### src/sv/load_cell_adc_reader_macros.svh
// assertion helpers for the load cell reader
`ifndef LOAD_CELL_ADC_READER_MACROS_SVH
`define LOAD_CELL_ADC_READER_MACROS_SVH

// same-cycle implication
`define LDR_ASSERT_NOW(label, ante, cons, msg) \
  label: assert property (@(posedge clk) disable iff (!rst_n) (ante) |-> (cons)) \
    else $error(msg);

// next-cycle implication
`define LDR_ASSERT_NEXT(label, ante, cons, msg) \
  label: assert property (@(posedge clk) disable iff (!rst_n) (ante) |=> (cons)) \
    else $error(msg);

`endif

### src/sv/ldr_pkg.sv
package ldr_pkg;

  localparam int SAMPLE_BITS = 24;
  localparam int PHASE_W     = 7;
  localparam int SUM_W       = 32;
  localparam int MAG_W       = 24;
  localparam int DIV_W       = 16;
  localparam int CNT_W       = $clog2(SUM_W);
  localparam int AVG_W       = 8;
  localparam int GAIN_W      = 2;
  localparam int CFG_IDX_W   = 2;
  localparam int IN_W        = 8;
  localparam int OUT_W       = 56;

  localparam logic [CFG_IDX_W-1:0] CFG_GAIN_PULSES    = 2'd0;
  localparam logic [CFG_IDX_W-1:0] CFG_AVERAGE_COUNT  = 2'd1;
  localparam logic [CFG_IDX_W-1:0] CFG_REFERENCE_UNIT = 2'd2;

  localparam logic [GAIN_W-1:0] GAIN_RESET = 2'd3;
  localparam logic [AVG_W-1:0]  AVG_RESET  = 8'd1;
  localparam logic [DIV_W-1:0]  REF_RESET  = 16'd1000;

  localparam logic [SAMPLE_BITS-1:0] SIGN_MASK = {1'b1, {(SAMPLE_BITS-1){1'b0}}};
  localparam logic [MAG_W-1:0]       MAG_MAX   = {MAG_W{1'b1}};

endpackage

### src/sv/ldr_div.sv
module ldr_div (
  input  logic                        clk,
  input  logic                        rst_n,
  input  logic                        start,
  input  logic [ldr_pkg::SUM_W-1:0]   dividend,
  input  logic [ldr_pkg::DIV_W-1:0]   divisor,
  output logic                        busy,
  output logic [ldr_pkg::SUM_W-1:0]   quotient
);
  import ldr_pkg::*;

  logic [SUM_W-1:0] work_r;
  logic [DIV_W-1:0] rem_r;
  logic [DIV_W-1:0] dvs_r;
  logic [CNT_W-1:0] cnt_r;
  logic             busy_r;
  logic [DIV_W:0]   rem_sh;
  logic [DIV_W:0]   rem_sub;
  logic             ge;

  // one quotient bit per cycle, msb first
  assign rem_sh  = {rem_r, work_r[SUM_W-1]};
  assign rem_sub = rem_sh - {1'b0, dvs_r};
  assign ge      = rem_sh >= {1'b0, dvs_r};

  always_ff @(posedge clk) begin
    if (!rst_n) begin
      busy_r <= 1'b0;
      cnt_r  <= '0;
    end else if (start) begin
      busy_r <= 1'b1;
      cnt_r  <= CNT_W'(SUM_W - 1);
    end else if (busy_r) begin
      cnt_r <= cnt_r - 1'b1;
      if (cnt_r == '0) begin
        busy_r <= 1'b0;
      end
    end
  end

  always_ff @(posedge clk) begin
    if (start) begin
      work_r <= dividend;
      rem_r  <= '0;
      dvs_r  <= divisor;
    end else if (busy_r) begin
      work_r <= {work_r[SUM_W-2:0], ge};
      rem_r  <= ge ? rem_sub[DIV_W-1:0] : rem_sh[DIV_W-1:0];
    end
  end

  assign busy     = busy_r;
  assign quotient = work_r;

endmodule

### src/sv/load_cell_adc_reader.sv
// ordinary ticks give their result in the cycle after the request is taken
// a tick that closes an average makes two passes of the shared bit-serial
// divider, one quotient bit per cycle
// throughput: one tick per cycle otherwise, with the output register taken
// reset: rst_n synchronous active low, clears control state and offset,
// registers return to gain_pulses 3, average_count 1, reference_unit 1000
`include "load_cell_adc_reader_macros.svh"

module load_cell_adc_reader (
  input  logic                            clk,
  input  logic                            rst_n,
  input  logic                            in_tvalid,
  output logic                            in_tready,
  // data_line, tare_request
  input  logic [ldr_pkg::IN_W-1:0]        in_tdata,
  output logic                            out_tvalid,
  input  logic                            out_tready,
  // serial_clock, result_valid, raw_magnitude, weight_units, tare_done
  output logic [ldr_pkg::OUT_W-1:0]       out_tdata,
  input  logic                            cfg_we,
  input  logic [ldr_pkg::CFG_IDX_W-1:0]   cfg_addr,
  input  logic [ldr_pkg::DIV_W-1:0]       cfg_wdata
);
  import ldr_pkg::*;

  typedef enum logic [1:0] {ST_IDLE, ST_AVG, ST_MAG} state_t;

  state_t                 st_r;
  logic [GAIN_W-1:0]      gain_r;
  logic [AVG_W-1:0]       avgc_r;
  logic [DIV_W-1:0]       ref_r;
  logic [PHASE_W-1:0]     phase_r;
  logic [SAMPLE_BITS-1:0] shift_r;
  logic [SUM_W-1:0]       sum_r;
  logic [AVG_W-1:0]       cnt_r;
  logic [MAG_W-1:0]       zero_r;
  logic                   tare_r;
  logic [MAG_W-1:0]       mag_r;
  logic                   tdone_r;

  logic                   oval_r;
  logic                   oclk_r;
  logic                   ores_r;
  logic [MAG_W-1:0]       omag_r;
  logic [MAG_W-1:0]       owt_r;
  logic                   otd_r;

  logic                   accept;
  logic                   data_in;
  logic                   tare_in;
  logic [GAIN_W-1:0]      gain_eff;
  logic [PHASE_W-1:0]     end_phase;
  logic                   sample;
  logic [SAMPLE_BITS-1:0] shift_nxt;
  logic [SAMPLE_BITS-1:0] word;
  logic [SUM_W:0]         sum_ext;
  logic [SUM_W-1:0]       sum_nxt;
  logic [AVG_W-1:0]       cnt_inc;
  logic [AVG_W-1:0]       cnt_nxt;
  logic [AVG_W-1:0]       avgc_eff;
  logic [DIV_W-1:0]       ref_eff;
  logic                   at_end;
  logic                   closes;
  logic [MAG_W-1:0]       avg_sat;
  logic [MAG_W-1:0]       mag_calc;
  logic                   out_free;
  logic                   load_tick;
  logic                   load_res;
  logic                   oval_nxt;
  logic                   div_start;
  logic [SUM_W-1:0]       div_dividend;
  logic [DIV_W-1:0]       div_divisor;
  logic                   div_busy;
  logic [SUM_W-1:0]       div_q;

  assign data_in   = in_tdata[0];
  assign tare_in   = in_tdata[1];
  assign out_free  = !oval_r || out_tready;
  assign in_tready = (st_r == ST_IDLE) && out_free;
  assign accept    = in_tvalid && in_tready;

  always_comb begin
    gain_eff  = (gain_r == '0) ? GAIN_W'(1) : gain_r;
    end_phase = PHASE_W'(2 * SAMPLE_BITS) + {{(PHASE_W-GAIN_W-1){1'b0}}, gain_eff, 1'b0};
    sample    = phase_r[PHASE_W-1:1] <= (PHASE_W-1)'(SAMPLE_BITS);
    shift_nxt = {shift_r[SAMPLE_BITS-2:0], data_in};
    word      = sample ? shift_nxt : shift_r;
    sum_ext   = {1'b0, sum_r} + (SUM_W+1)'(word ^ SIGN_MASK);
    sum_nxt   = sum_ext[SUM_W] ? {SUM_W{1'b1}} : sum_ext[SUM_W-1:0];
    cnt_inc   = cnt_r + 1'b1;
    cnt_nxt   = (cnt_inc == '0) ? AVG_W'(1) : cnt_inc;
    avgc_eff  = (avgc_r == '0) ? AVG_W'(1) : avgc_r;
    ref_eff   = (ref_r == '0) ? DIV_W'(1) : ref_r;
    at_end    = (phase_r != '0) && !phase_r[0] && (phase_r >= end_phase);
    closes    = at_end && (cnt_nxt >= avgc_eff);
    avg_sat   = (div_q[SUM_W-1:MAG_W] != '0) ? MAG_MAX : div_q[MAG_W-1:0];
    if (tare_r) begin
      mag_calc = '0;
    end else if (avg_sat >= zero_r) begin
      mag_calc = avg_sat - zero_r;
    end else begin
      mag_calc = zero_r - avg_sat;
    end
  end

  // output register loads: a plain tick, or the finished result
  always_comb begin
    load_tick = accept && !closes;
    load_res  = (st_r == ST_MAG) && !div_busy && out_free;
    if (load_tick || load_res) begin
      oval_nxt = 1'b1;
    end else if (out_tready) begin
      oval_nxt = 1'b0;
    end else begin
      oval_nxt = oval_r;
    end
  end

  // shared divider: sum by count, then magnitude by reference unit
  always_comb begin
    if (st_r == ST_AVG) begin
      div_start    = !div_busy;
      div_dividend = SUM_W'(mag_calc);
      div_divisor  = ref_eff;
    end else begin
      div_start    = accept && closes;
      div_dividend = sum_nxt;
      div_divisor  = DIV_W'(cnt_nxt);
    end
  end

  ldr_div u_div (
    .clk      (clk),
    .rst_n    (rst_n),
    .start    (div_start),
    .dividend (div_dividend),
    .divisor  (div_divisor),
    .busy     (div_busy),
    .quotient (div_q)
  );

  always_ff @(posedge clk) begin
    if (!rst_n) begin
      st_r    <= ST_IDLE;
      gain_r  <= GAIN_RESET;
      avgc_r  <= AVG_RESET;
      ref_r   <= REF_RESET;
      phase_r <= '0;
      shift_r <= '0;
      sum_r   <= '0;
      cnt_r   <= '0;
      zero_r  <= '0;
      tare_r  <= 1'b0;
      oval_r  <= 1'b0;
    end else begin
      if (cfg_we) begin
        case (cfg_addr)
          CFG_GAIN_PULSES:    gain_r <= cfg_wdata[GAIN_W-1:0];
          CFG_AVERAGE_COUNT:  avgc_r <= cfg_wdata[AVG_W-1:0];
          CFG_REFERENCE_UNIT: ref_r  <= cfg_wdata;
          default: ;
        endcase
      end
      oval_r <= oval_nxt;
      if (load_tick || load_res) begin
        oclk_r <= load_tick && phase_r[0];
        ores_r <= load_res;
        omag_r <= load_res ? mag_r : '0;
        owt_r  <= load_res ? div_q[MAG_W-1:0] : '0;
        otd_r  <= load_res && tdone_r;
      end
      case (st_r)
        ST_IDLE: begin
          if (accept) begin
            if (tare_in) begin
              tare_r <= 1'b1;
            end
            if (phase_r == '0) begin
              if (!data_in) begin
                shift_r <= '0;
                phase_r <= PHASE_W'(1);
              end
            end else if (phase_r[0]) begin
              phase_r <= phase_r + 1'b1;
            end else begin
              if (sample) begin
                shift_r <= shift_nxt;
              end
              if (at_end) begin
                phase_r <= '0;
                if (closes) begin
                  sum_r <= '0;
                  cnt_r <= '0;
                  st_r  <= ST_AVG;
                end else begin
                  sum_r <= sum_nxt;
                  cnt_r <= cnt_nxt;
                end
              end else begin
                phase_r <= phase_r + 1'b1;
              end
            end
          end
        end
        ST_AVG: begin
          if (!div_busy) begin
            mag_r   <= mag_calc;
            tdone_r <= tare_r;
            if (tare_r) begin
              zero_r <= avg_sat;
              tare_r <= 1'b0;
            end
            st_r <= ST_MAG;
          end
        end
        ST_MAG: begin
          if (load_res) begin
            st_r <= ST_IDLE;
          end
        end
        default: st_r <= ST_IDLE;
      endcase
    end
  end

  assign out_tvalid = oval_r;
  assign out_tdata  = {{(OUT_W-2*MAG_W-3){1'b0}}, otd_r, owt_r, omag_r, ores_r, oclk_r};

  `LDR_ASSERT_NOW(a_phase_range, 1'b1, phase_r <= PHASE_W'(2 * (SAMPLE_BITS + 3)),
    "tick phase ran past the longest pulse train")
  `LDR_ASSERT_NOW(a_tare_zero, oval_r && otd_r, omag_r == '0,
    "tare result with nonzero magnitude")
  `LDR_ASSERT_NOW(a_div_owner, div_busy, st_r == ST_AVG || st_r == ST_MAG,
    "divider running outside the division states")
  `LDR_ASSERT_NEXT(a_close_start, accept && closes, div_busy && st_r == ST_AVG,
    "closing tick did not start the average division")

endmodule
### config.mk
export PLATFORM = sky130hd
export DESIGN_NAME = load_cell_adc_reader
export DESIGN_NICKNAME = d
export VERILOG_FILES = /design/src/sv/ldr_pkg.sv /design/src/sv/ldr_div.sv /design/src/sv/load_cell_adc_reader.sv
export VERILOG_INCLUDE_DIRS = /design/src /design/src/sv
export SDC_FILE = /design/constraint.sdc
export NUM_CORES = 1
export LEC_CHECK = 0
export BUFFER_PORTS_ARGS = -buffer_cell sky130_fd_sc_hd__clkbuf_2
export CAP_MARGIN = 20
export CORE_ASPECT_RATIO = 0.75
export CORE_UTILIZATION = 54
export CTS_CLUSTER_DIAMETER = 50
export CTS_CLUSTER_SIZE = 8
export DETAILED_ROUTE_END_ITERATION = 10
export PLACE_DENSITY_LB_ADDON = 0.3
export SKIP_CTS_REPAIR_TIMING = 1
export SLEW_MARGIN = 20
export SYNTH_ARGS = -nofsm -noshare
export SYNTH_HDL_FRONTEND = slang
export SYNTH_SLANG_ARGS = --single-unit
export TNS_END_PERCENT = 30
### constraint.sdc
create_clock -name clk -period 5.4 [get_ports clk]
set_input_delay 0.81 -clock clk [delete_from_list [all_inputs] [get_ports clk]]
set_output_delay 0.81 -clock clk [all_outputs]
set_load 0.1 [all_outputs]
==> results.sh, run 1 <==
export IMPL_timing_fmax_mhz=203
export IMPL_routed_via_count=13617
export IMPL_crit_top_cell="a21o_1"
export IMPL_pre_cts_ws_ps=500
export IMPL_placeableCoreArea_um2=29400
export IMPL_period_share_pct=91.2
export IMPL_clock_skew_ps=25.4
export IMPL_ys_dominant_reg_cell="dfxtp_1"
export IMPL_slowest_stage="a31oi_2"
export IMPL_syn_cell_area_um2=16300
export IMPL_run_status="complete, no violations"
export IMPL_maxSlewHeadroom_pct=38.5
export IMPL_htree_num_levels=2
export IMPL_place_port_buffers=77
export IMPL_rows=54
export IMPL_pwr_share_comb_pct=9.9
export IMPL_synthesis_yosys_warnings=0
export IMPL_critical_path_arrival_ps=5350
export IMPL_p_sw_share_pct=24.9
export IMPL_hpwlAfterDp_um=30100
export IMPL_period_needed_ps=4920
export IMPL_design_die_area_um2=30900
export IMPL_gp_congestion=0.941
export IMPL_clock_tree_root_cell="clkbuf_16"
export IMPL_synth_compound_area_share_pct=21.0
export IMPL_die_x_um=203
export IMPL_yosys_area_share_xor_xnor_pct=3.70
export IMPL_drt_first_pass_iters=7
export IMPL_share_of_total_power_in_the_clock_network_pct=47.1
export IMPL_hold_class="reg2reg"
export IMPL_viasPerCell=6.00
export IMPL_setup_repair_after_global_routing_missed_its_margin="no"
export IMPL_max_cap_viol_count=0
export IMPL_clock_tree_buffer_depth=3
export IMPL_timing_critical_path_slowest_cell_delay_ps=550
export IMPL_antenna_violations_before_repair=0
export IMPL_worst_setup_path_start_kind="register"
export IMPL_synthesis_area_per_instance_um2=9.06
export IMPL_synth_ff_latch_count=271
export IMPL_detail_route_antenna_nets=0
export IMPL_number_of_enable_flip_flop_cells_after_synthesis=124
export IMPL_slew_violations=0
export IMPL_worstPathCellList="or3_1, a31oi_2, buf_4, mux2_2, ha_1, a21o_1, a21o_1, a21o_1, a311o_1, a21oi_1, o221ai_1, and3_1, and2_1, o221a_2"
export IMPL_grt_util_met2_pct=38.5
export IMPL_simple_gate_portion_of_the_synthesized_area_pct=17.7
export IMPL_antenna_diode_count=0
export IMPL_grt_pass1_wl_um=66800
export IMPL_critical_path_class="reg2reg"
export IMPL_critPathTopFamily="compound AO/OA/AOI/OAI gates"
export IMPL_yosys_area_share_adder_pct=8.31
export IMPL_tritoncts_num_sinks=271
export IMPL_p_int_uw=3870
export IMPL_final_nets=1986
export IMPL_synth_lib_cells_used_distinct=81
export IMPL_initialDrtViolationCount=1306
export IMPL_power_frac_seq_pct=43.0
export IMPL_postSynth_asyncResetShare_pct=0
export IMPL_report_final_setup_viol=0
export IMPL_ios=89
export IMPL_fraction_of_final_layout_cells_sized_beyond_drive_strength_1_pct=11.2
export IMPL_initial_utilization_pct=55.5
export IMPL_peakVddDrop_mv=0.203
export IMPL_synth_top_family_by_area="compound AO/OA/AOI/OAI gates"
export IMPL_timing_critical_path_to_type="register"
export IMPL_path_clk_slew_ps=50
export IMPL_setup_ws_ps=475
export IMPL_cp_required_ps=5820
export IMPL_global_route_usage_met1_pct=41.9
export IMPL_hold_viol=0
export IMPL_first_global_vias=12318
export IMPL_fp_dieH_um=153
export IMPL_postSynthCellCount=1801
export IMPL_detail_route_wirelength_um=42200
export IMPL_groute_usage_overall_pct=27.1
export IMPL_grt_start_max_net_pins=69
export IMPL_max_slew_worst_pin_slew_ps=922
export IMPL_grt_util_met3_pct=4.53
export IMPL_globalRoute_busiestLayer="met1"
export IMPL_synth_mux_area_fraction_pct=3.39
export IMPL_critical_path_buf_inv_count=1
export IMPL_layout_cells_most_common_list="nand2_1 (181), dfxtp_1 (147), a21oi_1 (133), edfxtp_1 (124), nor2_1 (117)"
export IMPL_fin_setup_tns_ps=0
export IMPL_final_common_cell="nand2_1"
export IMPL_tritoncts_num_buffers=42
export IMPL_timing_hold_ws_ps=466
export IMPL_area_growth_pct=11.9
export IMPL_synth_seq_area_share_pct=40.9
export IMPL_worstSkewPairLatency_ps=530
export IMPL_routed_wire_length_per_instance_um=18.6
export IMPL_tritoncts="built"
export IMPL_leakage_uw=0.00757
export IMPL_globalRouteOverflowTotal=0
export IMPL_p_switching_uw=1280
export IMPL_post_route_drc_violation_count=0
export IMPL_critPathMaxFanout=15
export IMPL_powerDensity_nw_per_um2=282
==> worst paths after layout <==
check / from / to / slack [ps] / depth (start not counted)
min reg2reg: sum_r[0]$_SDFFE_PN0P_ / sum_r[0]$_SDFFE_PN0P_ / 470 / 2
max: phase_r[1]$_SDFFE_PN0P_ / sum_r[29]$_SDFFE_PN0P_ / 480 / 14
max reg2reg: phase_r[1]$_SDFFE_PN0P_ / sum_r[29]$_SDFFE_PN0P_ / 480 / 14
min: sum_r[0]$_SDFFE_PN0P_ / sum_r[0]$_SDFFE_PN0P_ / 470 / 2
==> worst register-to-register path: stages, from the launching register on <==
cell	delay [ps]
dfxtp_1	350
or3_1	410
a31oi_2	550
buf_4	340
mux2_2	400
ha_1	380
a21o_1	200
a21o_1	170
a21o_1	200
a311o_1	350
a21oi_1	310
o221ai_1	400
and3_1	360
and2_1	170
o221a_2	230
==> power groups by stage <==
stage | registers (uW) | logic (uW) | clock network [uW]
2_1_floorplan | 2340 | 314 | 0
3_3_place_gp | 2250 | 496 | 0
3_5_place_dp | 2250 | 505 | 0
4_1_cts | 2210 | 509 | 2470
5_1_grt | 2220 | 557 | 2550
6_report | 2210 | 510 | 2430
==> cells in the mapped netlist, types with 6 or more instances <==
library cell  number  area share [%]
mux2_2            26             1.8
o31a_1             8            0.43
buf_4              9            0.41
xor2_1            29             1.6
nand3_1           61             1.9
nor3b_1            6            0.28
clkbuf_1          83             1.9
o21a_1            18            0.83
nand2_1          181             4.2
nor2_1           120             2.8
o21ai_0           96             2.9
o221a_2            6            0.41
nand2b_1          22            0.84
and2_1            71             2.7
or2_2              6            0.23
buf_2              6            0.18
o211ai_1          12            0.55
a21oi_1          134             4.1
or3_1              9            0.35
a211oi_1           9            0.41
mux2i_1           26             1.6
dfxtp_1          147              18
edfxtp_1         124              23
o21bai_1           9            0.41
a21o_1            38             1.7
a21boi_0          51             2.3
and3_1            18            0.69
ha_1             102             7.8
nor3_1            23            0.71
a31oi_1           10            0.38
o211a_1           30             1.8
nand4_1            9            0.35
xnor2_1           40             2.1
nor2b_1           38             1.5
and4_1             8            0.43
nor4_1             9            0.35
inv_1            101             2.3
a22oi_1           11            0.51
==> state kept, by name, indices dropped and copies added, names as in the netlist, 24 cells and up <==
| name | count |
|---|---|
| mag_r | 24 |
| owt_r | 24 |
| omag_r | 24 |
| u_div.quotient | 32 |
| zero_r | 24 |
| sum_r | 32 |
| shift_r | 24 |
==> area by class of cell <==
class                   count  area, um^2
flip-flops and latches    271        6670
multi-input cells        1328        8880
well taps                 392         490
clock buffers              68        1180
inverters                 103         387
clock inverters             5        65.1
repair buffers            103         583
fillers                  2522       11100
==> stage by stage <==
| step | std cells | cell area (um^2) | total power, uW | util (%) |
|---|---|---|---|---|
| 2_1_floorplan | 1805 | 16300 | 2650 | - |
| 5_1_grt | 2270 | 18300 | 5320 | 62.1 |
| 3_3_place_gp | 2197 | 17000 | 2750 | 57.9 |
| 3_5_place_dp | 2197 | 17000 | 2760 | 57.9 |
| 4_1_cts | 2270 | 18300 | 5190 | 62.1 |
| 6_report | 2270 | 18300 | 5150 | 62.1 |
==> cell families (layout without fill, tap and decap cells) <==
logic type	count (synthesis)	in the layout
AOI/OAI and AO/OA	505	505
DFF	271	271
other	1	5
and+or+nand+nor	591	591
xor gates and xnor gates	69	69
adders and majority gates	106	106
muxes	52	52
buffers and inverters	206	279
==> routing by layer <==
layer | vias up | part of all wire, %
met4 | 0 | 2.2
met1 | 6492 | 49
met5 | - | 0
met2 | 521 | 42
met3 | 63 | 7.6
li1 | 6541 | -
Power figures use the tool's default switching activity.
==> run 2, diff against run 1 <==
--- a/config.mk
+++ b/config.mk
@@ -6,7 +6,7 @@
 export SDC_FILE = /design/constraint.sdc
 export NUM_CORES = 1
 export LEC_CHECK = 0
-export BUFFER_PORTS_ARGS = -buffer_cell sky130_fd_sc_hd__clkbuf_2
+export BUFFER_PORTS_ARGS = -buffer_cell sky130_fd_sc_hd__buf_2
 export CAP_MARGIN = 20
 export CORE_ASPECT_RATIO = 0.75
 export CORE_UTILIZATION = 54
@@ -18,5 +18,6 @@
 export SLEW_MARGIN = 20
 export SYNTH_ARGS = -nofsm -noshare
 export SYNTH_HDL_FRONTEND = slang
+export SYNTH_HIERARCHICAL = 1
 export SYNTH_SLANG_ARGS = --single-unit
 export TNS_END_PERCENT = 30
==> run 2 against run 1 <==
The flow now finishes with violations (design-rule violations); synthesized cell count grew 3.6%; combinational power shrank 11%; wire length grew 4.0%; final cell count grew 2.6%; clock power shrank 4%; register-to-register slack lost 20 ps; total power shrank 2.9%; sequential share of layout area shrank 1.2 points; critical path type unchanged.
==> results.sh, run 2 <==
export IMPL_max_cap_viol_count=0
export IMPL_first_global_vias=13222
export IMPL_slew_violations=0
export IMPL_ys_dominant_reg_cell="dfxtp_1"
export IMPL_violations_in_the_final_reports="design-rule violations"
export IMPL_timing_critical_path_to_type="register"
export IMPL_reg2reg_depth=14
export IMPL_hold_path_endpoint="sum_r[17]$_SDFFE_PN0P_"
export IMPL_postSynthCellCount=1865
export IMPL_grt_pass1_wl_um=70200
export IMPL_placeableCoreArea_um2=30600
export IMPL_critical_path_arrival_ps=5230
export IMPL_period_share_pct=91.6
export IMPL_tritoncts_num_sinks=271
export IMPL_maxSlewHeadroom_pct=34.6
export IMPL_grt_start_max_net_pins=73
export IMPL_number_of_enable_flip_flop_cells_after_synthesis=124
export IMPL_pwr_share_comb_pct=9.1
export IMPL_synth_top_family_by_area="compound AO/OA/AOI/OAI gates"
export IMPL_synth_top_area_share_pct=21.9
export IMPL_detail_route_antenna_nets=0
export IMPL_final_common_cell="nand2_1"
export IMPL_fp_dieH_um=156
export IMPL_layout_cells_most_common_list="nand2_1 (167), dfxtp_1 (147), nor2_1 (129), edfxtp_1 (124), inv_1 (107)"
export IMPL_antenna_diode_count=0
export IMPL_placed_cells=2259
export IMPL_critical_path_class="reg2reg"
export IMPL_critPathMaxFanout=23
export IMPL_ios=89
export IMPL_hpwlAfterDp_um=30900
export IMPL_timing_critical_path_slowest_cell_delay_ps=510
export IMPL_globalRouteOverflowTotal=0
export IMPL_area_growth_pct=10.8
export IMPL_synth_most_common_cell="nand2_1"
export IMPL_synth_seq_area_share_pct=39.1
export IMPL_place_port_buffers=77
export IMPL_timing_fmax_mhz=202
export IMPL_final_nets=2039
export IMPL_rows=55
export IMPL_p_sw_share_pct=24.9
export IMPL_gp_congestion=0.927
export IMPL_synth_cells_most_frequent="nand2_1 (167), dfxtp_1 (147), nor2_1 (129), edfxtp_1 (124), inv_1 (107)"
export IMPL_fin_total_pwr_uw=5000
export IMPL_path_clk_slew_ps=50
export IMPL_critical_path_reg2reg_endpoint="u_div/quotient[23]$_DFFE_PP_"
export IMPL_clock_skew_ps=29.3
export IMPL_r2r_setup_slack_ps=450
export IMPL_layout_core_utilization_pct=61.7
export IMPL_run_status="finished, violations left"
export IMPL_clock_tree_buffer_depth=3
export IMPL_initial_utilization_pct=55.7
export IMPL_holdCritStartpoint="sum_r[17]$_SDFFE_PN0P_"
export IMPL_worst_setup_path_start_kind="register"
export IMPL_drt_first_pass_iters=10
export IMPL_max_slew_worst_pin_slew_ps=979
export IMPL_share_of_total_power_in_the_clock_network_pct=46.8
export IMPL_synth_largest_area_cell="edfxtp_1"
export IMPL_htree_num_levels=2
export IMPL_antenna_violations_before_repair=0
export IMPL_die_x_um=207
export IMPL_tritoncts="built"
export IMPL_power_frac_seq_pct=44.1
export IMPL_syn_cell_area_um2=17000
export IMPL_tritoncts_num_buffers=40
export IMPL_synth_lib_cells_used_distinct=91
export IMPL_report_final_setup_viol=0
export IMPL_setup_repair_after_global_routing_missed_its_margin="no"
export IMPL_yosys_top_cells_area="edfxtp_1 (22%), dfxtp_1 (17%), ha_1 (7.5%)"
export IMPL_p_switching_uw=1250
export IMPL_hold_viol=0
export IMPL_post_route_drc_violation_count=4
export IMPL_period_needed_ps=4950
export IMPL_slowest_stage="a221oi_1"
export IMPL_synth_ff_latch_count=271
export IMPL_hold_class="reg2reg"
export IMPL_hold_path_depth=2
export IMPL_routed_wire_length_per_instance_um=18.8
export IMPL_simple_gate_portion_of_the_synthesized_area_pct=19.0
export IMPL_worstSkewPairLatency_ps=540
export IMPL_crit_top_cell="a21o_1"
export IMPL_peakVddDrop_mv=0.208
export IMPL_yosys_area_share_xor_xnor_pct=2.67
export IMPL_clock_tree_root_cell="clkbuf_16"
export IMPL_synthesis_area_per_instance_um2=9.13
export IMPL_p_int_uw=3750
export IMPL_cp_required_ps=5680
export IMPL_synth_mux_area_fraction_pct=6.02
export IMPL_yosys_area_share_adder_pct=7.96
export IMPL_synth_compound_area_share_pct=19.7
export IMPL_timing_rr_start="phase_r[2]$_SDFFE_PN0P_"
export IMPL_fraction_of_final_layout_cells_sized_beyond_drive_strength_1_pct=13.4
export IMPL_powerDensity_nw_per_um2=265
export IMPL_detail_route_wirelength_um=43800
export IMPL_groute_usage_overall_pct=27.0
export IMPL_setup_ws_ps=454
export IMPL_initialDrtViolationCount=1339
export IMPL_finalNonFillerCells=2328
export IMPL_routed_via_count=13998
export IMPL_fin_setup_tns_ps=0
export IMPL_synthesis_yosys_warnings=6
export IMPL_viasPerCell=6.01
export IMPL_design_die_area_um2=32300
export IMPL_leakage_uw=0.00774
export IMPL_worstPathCellList="or3_1, a31oi_2, buf_4, mux2_2, ha_1, a21o_1, a21o_1, a21o_1, a221oi_1, a21oi_1, or3_1, a211oi_1, o21ba_2, mux2_2"
export IMPL_pre_cts_ws_ps=549
export IMPL_postSynth_asyncResetShare_pct=0
-- run 2: cell types whose count changed after synthesis, moves of 7 or more --
cell,previous run,this run
a211oi_1,9,23
a21boi_0,51,30
a21oi_1,134,101
a22oi_1,11,33
buf_2,6,20
clkbuf_1,83,70
mux2_2,26,63
nand2_1,181,167
nand2b_1,22,15
nand4_1,9,21
nor2_1,120,129
nor2b_1,38,63
nor3_1,23,34
xor2_1,29,18
-- run 2: final cells by class --
cell class,instances,area [um^2]
clock buffers,67,1150
repair buffers,104,616
inverters,107,402
clock inverters,2,23.8
multi-input cells,1378,9500
flip-flops and latches,271,6670
fillers,2590,11700
well taps,399,499
-- run 2: critical path: cells and delay by family, from the launching register on --
kind / cells / cell delay [ps]
flip-flops: 1 / 370
buffers and inverters: 1 / 340
AO/OA/AOI/OAI: 8 / 2190
AND/OR/NAND/NOR: 2 / 740
adder cells (fa/ha/maj): 1 / 370
multiplexers: 2 / 680
-- run 2: worst max-delay path by stage --
stage / cells after the start / to / slack (ps) / startpoint
finish: 14 / u_div/quotient[23]$_DFFE_PP_ / 450 / phase_r[2]$_SDFFE_PN0P_
detailed placement: 14 / u_div/quotient[11]$_DFFE_PP_ / 550 / u_div/quotient[29]$_DFFE_PP_
CTS: 14 / u_div/quotient[11]$_DFFE_PP_ / 480 / u_div/quotient[29]$_DFFE_PP_
floorplan: 17 / u_div/quotient[0]$_DFFE_PP_ / 350 / cnt_r[0]$_SDFFE_PN0P_
global route: 14 / u_div/quotient[11]$_DFFE_PP_ / 210 / u_div/quotient[29]$_DFFE_PP_
global placement: 14 / u_div/quotient[11]$_DFFE_PP_ / 610 / u_div/quotient[29]$_DFFE_PP_
-- run 2: cells by family after synthesis --
logic type                 after synthesis
AOI/OAI and AO/OA                      490
other                                    1
adders and majority gates              106
xor gates and xnor gates                52
and+or+nand+nor                        631
muxes                                   94
buffers and inverters                  220
DFF                                    271
-- run 2: metrics by stage --
step | hold WS [ps] | instance area [um^2]
2_1_floorplan | 432 | 17100
3_3_place_gp | 442 | 17700
6_report | 465 | 18900
4_1_cts | 468 | 18900
3_5_place_dp | 458 | 17700
5_1_grt | 488 | 18900
-- run 2: per-layer routing --
metal / up-vias / track usage (%) / routed length, um
met5: - / 0 / 0
met4: 0 / 6.75 / 715
met3: 55 / 4.53 / 3210
met2: 439 / 40.8 / 18700
met1: 6722 / 40.1 / 21200
li1: 6782 / - / -
-- run 2: power groups by stage --
stage          registers (uW)  logic [uW]  clock network [uW]
4_1_cts                  2200         450                2380
2_1_floorplan            2330         267                   0
6_report                 2200         454                2340
3_5_place_dp             2240         446                   0
3_3_place_gp             2240         440                   0
5_1_grt                  2200         485                2460
